--- config.mk ---
export PLATFORM = sky130hd
export DESIGN_NAME = tiered_memory_latency_monitor
export DESIGN_NICKNAME = d
export VERILOG_FILES = /design/src/tmlm_pkg.sv /design/src/tmlm_front.sv /design/src/tmlm_queue.sv /design/src/tmlm_div.sv /design/src/tmlm_back.sv /design/src/tiered_memory_latency_monitor.sv
export SDC_FILE = /design/constraint.sdc
export NUM_CORES = 2
export LEC_CHECK = 0
export ABC_AREA = 1
export BUFFER_PORTS_ARGS = -buffer_cell sky130_fd_sc_hd__buf_2
export CORE_ASPECT_RATIO = 1.5
export CORE_MARGIN = 5
export CORE_UTILIZATION = 45
export CTS_BUF_LIST = sky130_fd_sc_hd__clkbuf_4
export DETAILED_ROUTE_END_ITERATION = 12
export SLEW_MARGIN = 20
export SYNTH_ARGS = -nofsm -noshare
export SYNTH_HDL_FRONTEND = slang
export SYNTH_SLANG_ARGS = --single-unit
--- constraint.sdc ---
create_clock -name clk -period 4.3 [get_ports clk]
set_input_delay 0.86 -clock clk [delete_from_list [all_inputs] [get_ports clk]]
set_output_delay 0.86 -clock clk [all_outputs]
set_load 0.02 [all_outputs]
--- src/tmlm_pkg.sv ---
`timescale 1ns / 1ps
`default_nettype none

package tmlm_pkg;

  localparam int PAGE_BITS    = 40;
  localparam int LATENCY_BITS = 16;
  localparam int SUM_BITS     = 48;
  localparam int COUNT_BITS   = 32;
  localparam int SHIFT_BITS   = 3;
  localparam int CFG_ADDR_BITS = 8;
  localparam int CFG_DATA_BITS = 40;

  localparam int QUEUE_DEPTH = 2;
  localparam int QPTR_BITS   = $clog2(QUEUE_DEPTH);
  localparam int QCNT_BITS   = $clog2(QUEUE_DEPTH + 1);

  // input op codes
  localparam logic OP_SAMPLE = 1'b0;
  localparam logic OP_TICK   = 1'b1;

  // configuration register indexes
  localparam logic [CFG_ADDR_BITS-1:0] REG_REMOTE_START   = 8'd0;
  localparam logic [CFG_ADDR_BITS-1:0] REG_MIN_LOCAL      = 8'd1;
  localparam logic [CFG_ADDR_BITS-1:0] REG_MIN_REMOTE     = 8'd2;
  localparam logic [CFG_ADDR_BITS-1:0] REG_SMOOTHING_SHIFT = 8'd3;

  localparam logic [PAGE_BITS-1:0]    RESET_REMOTE_START   = 40'd1048576;
  localparam logic [LATENCY_BITS-1:0] RESET_MIN_LOCAL      = 16'd300;
  localparam logic [LATENCY_BITS-1:0] RESET_MIN_REMOTE     = 16'd400;
  localparam logic [SHIFT_BITS-1:0]   RESET_SMOOTHING_SHIFT = 3'd1;

  typedef struct packed {
    logic                    op;
    logic [PAGE_BITS-1:0]    page_number;
    logic [LATENCY_BITS-1:0] latency;
  } in_item_t;

  typedef struct packed {
    logic [LATENCY_BITS-1:0] smoothed_local;
    logic [LATENCY_BITS-1:0] smoothed_remote;
    logic                    local_slower;
  } out_item_t;

  typedef enum logic [1:0] {
    KIND_LOCAL  = 2'd0,
    KIND_REMOTE = 2'd1,
    KIND_TICK   = 2'd2
  } kind_t;

  typedef struct packed {
    kind_t                   kind;
    logic [LATENCY_BITS-1:0] latency;
  } q_entry_t;

  typedef struct packed {
    logic                  start;
    logic [SUM_BITS-1:0]   dividend;
    logic [COUNT_BITS-1:0] divisor;
  } div_req_t;

  typedef struct packed {
    logic                    done;
    logic [LATENCY_BITS-1:0] quotient;
  } div_rsp_t;

endpackage

`default_nettype wire

--- src/tmlm_front.sv ---
`timescale 1ns / 1ps
`default_nettype none

module tmlm_front (
  input  wire logic                          in_valid,
  output logic                               in_ready,
  input  wire tmlm_pkg::in_item_t            in_data,
  input  wire logic [tmlm_pkg::PAGE_BITS-1:0] remote_start_page,
  input  wire logic                          queue_full,
  output logic                               push,
  output tmlm_pkg::q_entry_t                 push_entry
);
  import tmlm_pkg::*;

  logic accept;

  assign in_ready = ~queue_full;
  assign accept   = in_valid & in_ready;

  always_comb begin
    push_entry.latency = in_data.latency;
    push_entry.kind    = KIND_TICK;
    push               = 1'b0;
    if (in_data.op == OP_TICK) begin
      push = accept;
    end else if (in_data.page_number != '0) begin
      // page zero samples are taken and dropped here
      push            = accept;
      push_entry.kind = (in_data.page_number < remote_start_page) ? KIND_LOCAL : KIND_REMOTE;
    end
  end

endmodule

`default_nettype wire

--- src/tmlm_queue.sv ---
`timescale 1ns / 1ps
`default_nettype none

module tmlm_queue (
  input  wire logic               clk,
  input  wire logic               rst,
  input  wire logic               push,
  input  wire tmlm_pkg::q_entry_t push_entry,
  input  wire logic               pop,
  output tmlm_pkg::q_entry_t      head,
  output logic                    not_empty,
  output logic                    full
);
  import tmlm_pkg::*;

  q_entry_t               mem [QUEUE_DEPTH];
  logic [QPTR_BITS-1:0]   wr_ptr;
  logic [QPTR_BITS-1:0]   rd_ptr;
  logic [QCNT_BITS-1:0]   count;
  logic                   do_push;
  logic                   do_pop;

  assign not_empty = (count != '0);
  assign full      = (count == QCNT_BITS'(QUEUE_DEPTH));
  assign head      = mem[rd_ptr];
  assign do_push   = push & ~full;
  assign do_pop    = pop & not_empty;

  always_ff @(posedge clk) begin
    if (do_push) begin
      mem[wr_ptr] <= push_entry;
    end
  end

  always_ff @(posedge clk) begin
    if (rst) begin
      wr_ptr <= '0;
      rd_ptr <= '0;
      count  <= '0;
    end else begin
      if (do_push) begin
        wr_ptr <= wr_ptr + QPTR_BITS'(1);
      end
      if (do_pop) begin
        rd_ptr <= rd_ptr + QPTR_BITS'(1);
      end
      case ({do_push, do_pop})
        2'b10:   count <= count + QCNT_BITS'(1);
        2'b01:   count <= count - QCNT_BITS'(1);
        default: count <= count;
      endcase
    end
  end

endmodule

`default_nettype wire

--- src/tmlm_div.sv ---
`timescale 1ns / 1ps
`default_nettype none

// Restoring divider, one quotient bit per cycle. The quotient is clamped to
// the latency range, so only LATENCY_BITS steps are ever needed.
module tmlm_div (
  input  wire logic               clk,
  input  wire logic               rst,
  input  wire tmlm_pkg::div_req_t req,
  output tmlm_pkg::div_rsp_t      rsp
);
  import tmlm_pkg::*;

  localparam int STEP_BITS = $clog2(LATENCY_BITS + 1);

  logic                    busy;
  logic [STEP_BITS-1:0]    steps;
  logic [COUNT_BITS-1:0]   rem;
  logic [COUNT_BITS-1:0]   divisor;
  logic [LATENCY_BITS-1:0] low;
  logic [LATENCY_BITS-1:0] quo;
  logic                    done;
  logic [COUNT_BITS:0]     trial;
  logic                    fits;

  assign trial    = {rem, low[LATENCY_BITS-1]};
  assign fits     = (trial >= {1'b0, divisor});
  assign rsp.done = done;
  assign rsp.quotient = quo;

  always_ff @(posedge clk) begin
    if (req.start) begin
      divisor <= req.divisor;
      rem     <= req.dividend[SUM_BITS-1:LATENCY_BITS];
      low     <= req.dividend[LATENCY_BITS-1:0];
      if (req.divisor == '0) begin
        quo <= '0;
      end else if (req.dividend >= {req.divisor, {LATENCY_BITS{1'b0}}}) begin
        quo <= '1;
      end
    end else if (busy) begin
      low <= {low[LATENCY_BITS-2:0], 1'b0};
      quo <= {quo[LATENCY_BITS-2:0], fits};
      rem <= fits ? COUNT_BITS'(trial - {1'b0, divisor}) : trial[COUNT_BITS-1:0];
    end
  end

  always_ff @(posedge clk) begin
    if (rst) begin
      busy  <= 1'b0;
      steps <= '0;
      done  <= 1'b0;
    end else begin
      done <= 1'b0;
      if (req.start) begin
        if (req.divisor == '0 ||
            req.dividend >= {req.divisor, {LATENCY_BITS{1'b0}}}) begin
          done <= 1'b1;
        end else begin
          busy  <= 1'b1;
          steps <= STEP_BITS'(LATENCY_BITS);
        end
      end else if (busy) begin
        steps <= steps - STEP_BITS'(1);
        if (steps == STEP_BITS'(1)) begin
          busy <= 1'b0;
          done <= 1'b1;
        end
      end
    end
  end

endmodule

`default_nettype wire

--- src/tmlm_back.sv ---
`timescale 1ns / 1ps
`default_nettype none

module tmlm_back (
  input  wire logic                              clk,
  input  wire logic                              rst,
  input  wire tmlm_pkg::q_entry_t                head,
  input  wire logic                              queue_valid,
  output logic                                   pop,
  input  wire logic [tmlm_pkg::LATENCY_BITS-1:0] min_local_latency,
  input  wire logic [tmlm_pkg::LATENCY_BITS-1:0] min_remote_latency,
  input  wire logic [tmlm_pkg::SHIFT_BITS-1:0]   smoothing_shift,
  output tmlm_pkg::div_req_t                     div_req,
  input  wire tmlm_pkg::div_rsp_t                div_rsp,
  output logic                                   out_valid,
  input  wire logic                              out_ready,
  output tmlm_pkg::out_item_t                    out_data
);
  import tmlm_pkg::*;

  localparam int ACC_BITS = LATENCY_BITS + 2**SHIFT_BITS;

  typedef enum logic [3:0] {
    ST_RUN  = 4'b0001,
    ST_DIVL = 4'b0010,
    ST_DIVR = 4'b0100,
    ST_OUT  = 4'b1000
  } state_t;

  state_t                  state;
  state_t                  state_next;
  logic [SUM_BITS-1:0]     local_sum;
  logic [SUM_BITS-1:0]     remote_sum;
  logic [COUNT_BITS-1:0]   local_count;
  logic [COUNT_BITS-1:0]   remote_count;
  logic [LATENCY_BITS-1:0] local_average;
  logic [LATENCY_BITS-1:0] remote_average;
  logic                    load_out;

  function automatic logic [SUM_BITS-1:0] sat_add(input logic [SUM_BITS-1:0] sum,
                                                  input logic [LATENCY_BITS-1:0] lat);
    logic [SUM_BITS:0] total;
    total = {1'b0, sum} + (SUM_BITS + 1)'(lat);
    return total[SUM_BITS] ? '1 : total[SUM_BITS-1:0];
  endfunction

  function automatic logic [COUNT_BITS-1:0] sat_inc(input logic [COUNT_BITS-1:0] cnt);
    return (cnt == '1) ? cnt : cnt + COUNT_BITS'(1);
  endfunction

  // s = (avg + (2^k - 1) * s) >> k, with the floor applied to avg first
  function automatic logic [LATENCY_BITS-1:0] ewma(input logic [LATENCY_BITS-1:0] quo,
                                                   input logic [LATENCY_BITS-1:0] floor_val,
                                                   input logic [LATENCY_BITS-1:0] prev,
                                                   input logic [SHIFT_BITS-1:0] k);
    logic [LATENCY_BITS-1:0] avg;
    logic [ACC_BITS-1:0]     acc;
    logic [ACC_BITS-1:0]     shifted;
    avg     = (quo < floor_val) ? floor_val : quo;
    acc     = (ACC_BITS'(prev) << k) - ACC_BITS'(prev) + ACC_BITS'(avg);
    shifted = acc >> k;
    return shifted[LATENCY_BITS-1:0];
  endfunction

  assign load_out = (state == ST_OUT) && (!out_valid || out_ready);

  always_comb begin
    state_next = state;
    pop        = 1'b0;
    div_req    = '0;
    case (state)
      ST_RUN: begin
        if (queue_valid) begin
          pop = 1'b1;
          if (head.kind == KIND_TICK) begin
            div_req.start    = 1'b1;
            div_req.dividend = local_sum;
            div_req.divisor  = local_count;
            state_next       = ST_DIVL;
          end
        end
      end
      ST_DIVL: begin
        if (div_rsp.done) begin
          div_req.start    = 1'b1;
          div_req.dividend = remote_sum;
          div_req.divisor  = remote_count;
          state_next       = ST_DIVR;
        end
      end
      ST_DIVR: begin
        if (div_rsp.done) begin
          state_next = ST_OUT;
        end
      end
      ST_OUT: begin
        if (load_out) begin
          state_next = ST_RUN;
        end
      end
      default: state_next = ST_RUN;
    endcase
  end

  always_ff @(posedge clk) begin
    if (load_out) begin
      out_data.smoothed_local  <= local_average;
      out_data.smoothed_remote <= remote_average;
      out_data.local_slower    <= (local_average > remote_average);
    end
  end

  always_ff @(posedge clk) begin
    if (rst) begin
      state          <= ST_RUN;
      local_sum      <= '0;
      remote_sum     <= '0;
      local_count    <= '0;
      remote_count   <= '0;
      local_average  <= '0;
      remote_average <= '0;
      out_valid      <= 1'b0;
    end else begin
      state <= state_next;
      if (state == ST_RUN && queue_valid) begin
        case (head.kind)
          KIND_LOCAL: begin
            local_sum   <= sat_add(local_sum, head.latency);
            local_count <= sat_inc(local_count);
          end
          KIND_REMOTE: begin
            remote_sum   <= sat_add(remote_sum, head.latency);
            remote_count <= sat_inc(remote_count);
          end
          default: ;
        endcase
      end
      if (state == ST_DIVL && div_rsp.done) begin
        local_average <= ewma(div_rsp.quotient, min_local_latency, local_average,
                              smoothing_shift);
      end
      if (state == ST_DIVR && div_rsp.done) begin
        remote_average <= ewma(div_rsp.quotient, min_remote_latency, remote_average,
                               smoothing_shift);
      end
      if (load_out) begin
        out_valid    <= 1'b1;
        local_sum    <= '0;
        remote_sum   <= '0;
        local_count  <= '0;
        remote_count <= '0;
      end else if (out_ready) begin
        out_valid <= 1'b0;
      end
    end
  end

endmodule

`default_nettype wire

--- src/tiered_memory_latency_monitor.sv ---
`timescale 1ns / 1ps
`default_nettype none

// Samples: one transaction per cycle while in_ready is high; each is accumulated at the edge
// it leaves the queue. Tick: the result is set by the shared divider, which runs local then
// remote (one quotient bit a cycle) before the result register loads; input stalls meanwhile
// once the 2-entry queue fills. The result register holds one pending result.
// Reset (rst, synchronous): sums, counts and smoothed values clear, config takes reset values.
module tiered_memory_latency_monitor (
  input  wire logic                               clk,
  input  wire logic                               rst,
  input  wire logic                               in_valid,
  output logic                                    in_ready,
  input  wire tmlm_pkg::in_item_t                 in_data,
  output logic                                    out_valid,
  input  wire logic                               out_ready,
  output tmlm_pkg::out_item_t                     out_data,
  input  wire logic                               cfg_wr_en,
  input  wire logic [tmlm_pkg::CFG_ADDR_BITS-1:0] cfg_addr,
  input  wire logic [tmlm_pkg::CFG_DATA_BITS-1:0] cfg_data
);
  import tmlm_pkg::*;

  logic [PAGE_BITS-1:0]    remote_start_page;
  logic [LATENCY_BITS-1:0] min_local_latency;
  logic [LATENCY_BITS-1:0] min_remote_latency;
  logic [SHIFT_BITS-1:0]   smoothing_shift;

  logic     push;
  q_entry_t push_entry;
  logic     pop;
  q_entry_t head;
  logic     queue_valid;
  logic     queue_full;
  div_req_t div_req;
  div_rsp_t div_rsp;

  always_ff @(posedge clk) begin
    if (rst) begin
      remote_start_page  <= RESET_REMOTE_START;
      min_local_latency  <= RESET_MIN_LOCAL;
      min_remote_latency <= RESET_MIN_REMOTE;
      smoothing_shift    <= RESET_SMOOTHING_SHIFT;
    end else if (cfg_wr_en) begin
      case (cfg_addr)
        REG_REMOTE_START:    remote_start_page  <= cfg_data[PAGE_BITS-1:0];
        REG_MIN_LOCAL:       min_local_latency  <= cfg_data[LATENCY_BITS-1:0];
        REG_MIN_REMOTE:      min_remote_latency <= cfg_data[LATENCY_BITS-1:0];
        REG_SMOOTHING_SHIFT: smoothing_shift    <= cfg_data[SHIFT_BITS-1:0];
        default: ;
      endcase
    end
  end

  tmlm_front u_front (
    .in_valid          (in_valid),
    .in_ready          (in_ready),
    .in_data           (in_data),
    .remote_start_page (remote_start_page),
    .queue_full        (queue_full),
    .push              (push),
    .push_entry        (push_entry)
  );

  tmlm_queue u_queue (
    .clk        (clk),
    .rst        (rst),
    .push       (push),
    .push_entry (push_entry),
    .pop        (pop),
    .head       (head),
    .not_empty  (queue_valid),
    .full       (queue_full)
  );

  tmlm_div u_div (
    .clk (clk),
    .rst (rst),
    .req (div_req),
    .rsp (div_rsp)
  );

  tmlm_back u_back (
    .clk                (clk),
    .rst                (rst),
    .head               (head),
    .queue_valid        (queue_valid),
    .pop                (pop),
    .min_local_latency  (min_local_latency),
    .min_remote_latency (min_remote_latency),
    .smoothing_shift    (smoothing_shift),
    .div_req            (div_req),
    .div_rsp            (div_rsp),
    .out_valid          (out_valid),
    .out_ready          (out_ready),
    .out_data           (out_data)
  );

endmodule

`default_nettype wire
==> results.sh <==
export IMPL_dp_hpwl_mm=95.7
export IMPL_design_portCount=145
export IMPL_stdcell_area_um2=38800
export IMPL_synthArstFlopShare_pct=0
export IMPL_mostFrequentLayoutCell="nand2_1"
export IMPL_dr_wl_met2_mm=63.9
export IMPL_numClockSinks=449
export IMPL_path_depth=30
export IMPL_vdd_ir_drop_max_uv=247
export IMPL_drt_met1_wl_mm=40.6
export IMPL_path_buf_inv=8
export IMPL_cts_root_buf="clkbuf_4"
export IMPL_yosysSeqAreaShare_pct=32.1
export IMPL_setup_worst_path_start_class="register"
export IMPL_fmax_mhz=227
export IMPL_die_w_um=232
export IMPL_crit_path_end_kind="register"
export IMPL_slew_headroom_pct=23.3
export IMPL_rsz0062_at_grt="yes"
export IMPL_crit_top_cell="nand2_1"
export IMPL_violations="setup timing"
export IMPL_num_rows=122
export IMPL_p_comb_share_pct=51.3
export IMPL_cp_data_arrival_time_ns=5.15
export IMPL_insertion_delay_ns=0.94
export IMPL_grtUsageTotal_pct=29.0
export IMPL_die_area_um2=79400
export IMPL_hold_viol_final=0
export IMPL_crit_slowest_cell="fa_1"
export IMPL_htreeDepth=3
export IMPL_syn_area_per_cell_um2=6.95
export IMPL_period_minus_slack_ns=4.40
export IMPL_synth_flop_cell="dfxtp_1"
export IMPL_drc=0
export IMPL_setup_ws_ns=-0.0982
export IMPL_netlist_area_um2=33200
export IMPL_dr_pass1_iters=6
export IMPL_areaGrowthSynthToFinish_pct=16.9
export IMPL_p_clk_share_pct=21.0
export IMPL_nNetsFinal=5462
export IMPL_drv_cap=0
export IMPL_core_um2=73400
export IMPL_initial_core_util_pct=45.2
export IMPL_highest_layer="met5"
export IMPL_drt_iter0_drc=1857
export IMPL_syn_nets=5151
export IMPL_p_leak_nw=16.9
export IMPL_multi_input_area_um2=20200
export IMPL_cts_path_max_buffers=3
export IMPL_clock_skew_ns=0.104
export IMPL_crit_family="adder cells"
export IMPL_crit_type="reg -> reg"
export IMPL_fin_crit_sh_pct=102
export IMPL_grt_overflow=0
export IMPL_power_switching_mw=7.91
export IMPL_seq_area_um2=10600
export IMPL_tightest_slew_ns=1.15
export IMPL_met3_length_mm=4.40
export IMPL_tns_ns=-0.614
export IMPL_via_per_inst=5.41
export IMPL_ant_nets=0
export IMPL_gp_congestion=1.00
export IMPL_grt_max_degree=91
export IMPL_yosysWarningCount=0
export IMPL_port_buffers=144
export IMPL_setup_violations=13
export IMPL_grt_first_pass_wirelength_mm=180
export IMPL_swShare_pct=42.6
export IMPL_synth_edff_count=165
export IMPL_grt_pass1_vias=32900
export IMPL_yosys_register_bits=449
export IMPL_antenna_found_initial=4
export IMPL_final_cell_mix="1113 x nand2_1, 653 x inv_1, 380 x a21oi_1"
export IMPL_status="finished, violations left"
export IMPL_p_int_mw=10.7
export IMPL_hold_class="in -> reg"
export IMPL_cts_made_buffers=114
export IMPL_clk_pin_slew_ns=0.07
export IMPL_maxSlewViolCount=0
export IMPL_dp_slack_ns=-0.259
export IMPL_cts_tree="built"
export IMPL_powerDensity_nw_per_um2=479
export IMPL_power_total_mw=18.6
export IMPL_wire_per_inst_um=19.3
export IMPL_synth_cells=4774
export IMPL_layout_drive_gt1_share_pct=15.9
export IMPL_reg2reg_depth=30
export IMPL_nFillCells=7439
export IMPL_crit_required_ns=5.05
export IMPL_vias=33500
export IMPL_wirelength_mm=119
export IMPL_critPathMaxStageDelay_ns=0.61
export IMPL_yosys_cell_types_count=68
export IMPL_hold_path_cell_count=1
export IMPL_dpl_cell_area_um2=36100
export IMPL_die_h_um=343
export IMPL_seqPwrFrac_pct=27.7
export IMPL_worstPathMaxFanout=8
[layout make-up]
class / count / share of cell area (%)
multi-input combinational: 3478 / 52.2
sequential: 449 / 27.4
inverter: 684 / 6.62
timing repair buffer: 358 / 6.53
clock buffer: 169 / 3.27
tap: 992 / 3.20
clock inverter: 47 / 0.735
antenna: 5 / 0.0323
[repair_timing]
item,4_1_cts,5_1_grt
gates cloned,0,3
pin swaps,0,45
hold buffers,0,0
gates resized for setup,23,235
buffers inserted,0,8
endpoints found under the setup margin,23,48
[path summary, 6_finish.rpt]
| check | from | end | slack, ns |
|---|---|---|---|
| hold reg to reg | u_back.remote_average[12] | u_back.out_data[13] | 0.43 |
| setup reg to reg | u_div.quo[1] | u_back.local_average[13] | -0.1 |
| hold / removal | in_data[14] | u_queue.mem[0][14] | 0.13 |
| setup / recovery | u_div.quo[1] | u_back.local_average[13] | -0.1 |
[synthesized netlist by cell type (4+ instances only)]
| library cell | instances | area share, % |
|---|---|---|
| nand2_1 | 1167 | 13 |
| inv_1 | 662 | 7.5 |
| a21oi_1 | 403 | 6.1 |
| nand3_1 | 372 | 5.6 |
| o21ai_0 | 346 | 5.2 |
| dfxtp_1 | 284 | 17 |
| nor2_1 | 277 | 3.1 |
| ha_1 | 232 | 8.7 |
| edfxtp_1 | 165 | 15 |
| nand4_1 | 111 | 2.1 |
| nor3_1 | 103 | 1.6 |
| clkbuf_1 | 86 | 0.97 |
| xor2_1 | 46 | 1.2 |
| xnor2_1 | 42 | 1.1 |
| nor4_1 | 37 | 0.70 |
| fa_1 | 35 | 2.1 |
| o211ai_1 | 33 | 0.75 |
| buf_1 | 32 | 0.36 |
| o22ai_1 | 32 | 0.60 |
| buf_2 | 30 | 0.45 |
| a31oi_1 | 22 | 0.41 |
| o221ai_1 | 22 | 0.58 |
| inv_2 | 18 | 0.20 |
| o21bai_1 | 17 | 0.38 |
| a21o_1 | 16 | 0.36 |
| o21ai_1 | 16 | 0.24 |
| mux2i_1 | 12 | 0.36 |
| o21a_1 | 11 | 0.25 |
| or2_2 | 10 | 0.19 |
| buf_6 | 9 | 0.31 |
| nand2_2 | 9 | 0.17 |
| nor2_2 | 9 | 0.17 |
| a211oi_1 | 8 | 0.18 |
| nor2_4 | 8 | 0.27 |
| nor3_2 | 8 | 0.24 |
| nor3b_1 | 7 | 0.16 |
| or2_1 | 7 | 0.13 |
| buf_4 | 6 | 0.14 |
| and3_1 | 5 | 0.094 |
| nand3b_1 | 5 | 0.11 |
| nand3_2 | 4 | 0.12 |
| o21ai_2 | 4 | 0.11 |
[power groups by stage]
| stage | logic, mW | registers, mW | clock network [mW] |
|---|---|---|---|
| floorplan | 5.63 | 5.16 | 0 |
| global placement | 8.41 | 5.23 | 0 |
| detailed placement | 8.41 | 5.24 | 0 |
| CTS | 8.49 | 5.14 | 4.02 |
| global route | 10.5 | 5.18 | 4.26 |
| finish | 9.53 | 5.15 | 3.90 |
[state kept, by name, indices dropped and copies added, names as in the netlist, 2 cells and up, named ones only]
signal	cells
u_back.remote_count	32
u_back.remote_sum	48
u_back.remote_average	16
min_local_latency	16
u_back.local_sum	48
u_back.local_average	16
u_back.local_count	32
min_remote_latency	16
u_back.state	4
u_queue.count	2
smoothing_shift	3
u_div.steps	5
u_back.out_data	33
u_div.divisor	32
u_div.rem	32
u_div.quo	16
u_queue.mem	36
u_div.low	16
remote_start_page	40
[logic make-up after synthesis]
group	Yosys count	synth area share [%]
muxes	12	0.362
and+or+nand+nor	2163	28.7
xor gates and xnor gates	88	2.32
AOI/OAI and AO/OA	948	15.7
buffers and inverters	847	9.98
adders and majority gates	267	10.9
DFF	449	32.1
[per-stage QoR]
| stage | std cells | hold slack, ns | util [%] |
|---|---|---|---|
| floorplan | 4774 | 0.408 | - |
| global placement | 5950 | 0.420 | 49.2 |
| detailed placement | 5950 | 0.418 | 49.2 |
| CTS | 6166 | 0.00565 | 51.3 |
| global route | 6182 | 0.0345 | 52.8 |
| finish | 6182 | 0.132 | 52.8 |
[per-layer routing]
layer | vias to the layer above | global-route usage (%)
li1 | 16700 | -
met1 | 15400 | 27.6
met2 | 948 | 56.4
met3 | 417 | 3.52
met4 | 2 | 20.9
met5 | - | 0
(Power assumes the default switching activity.)
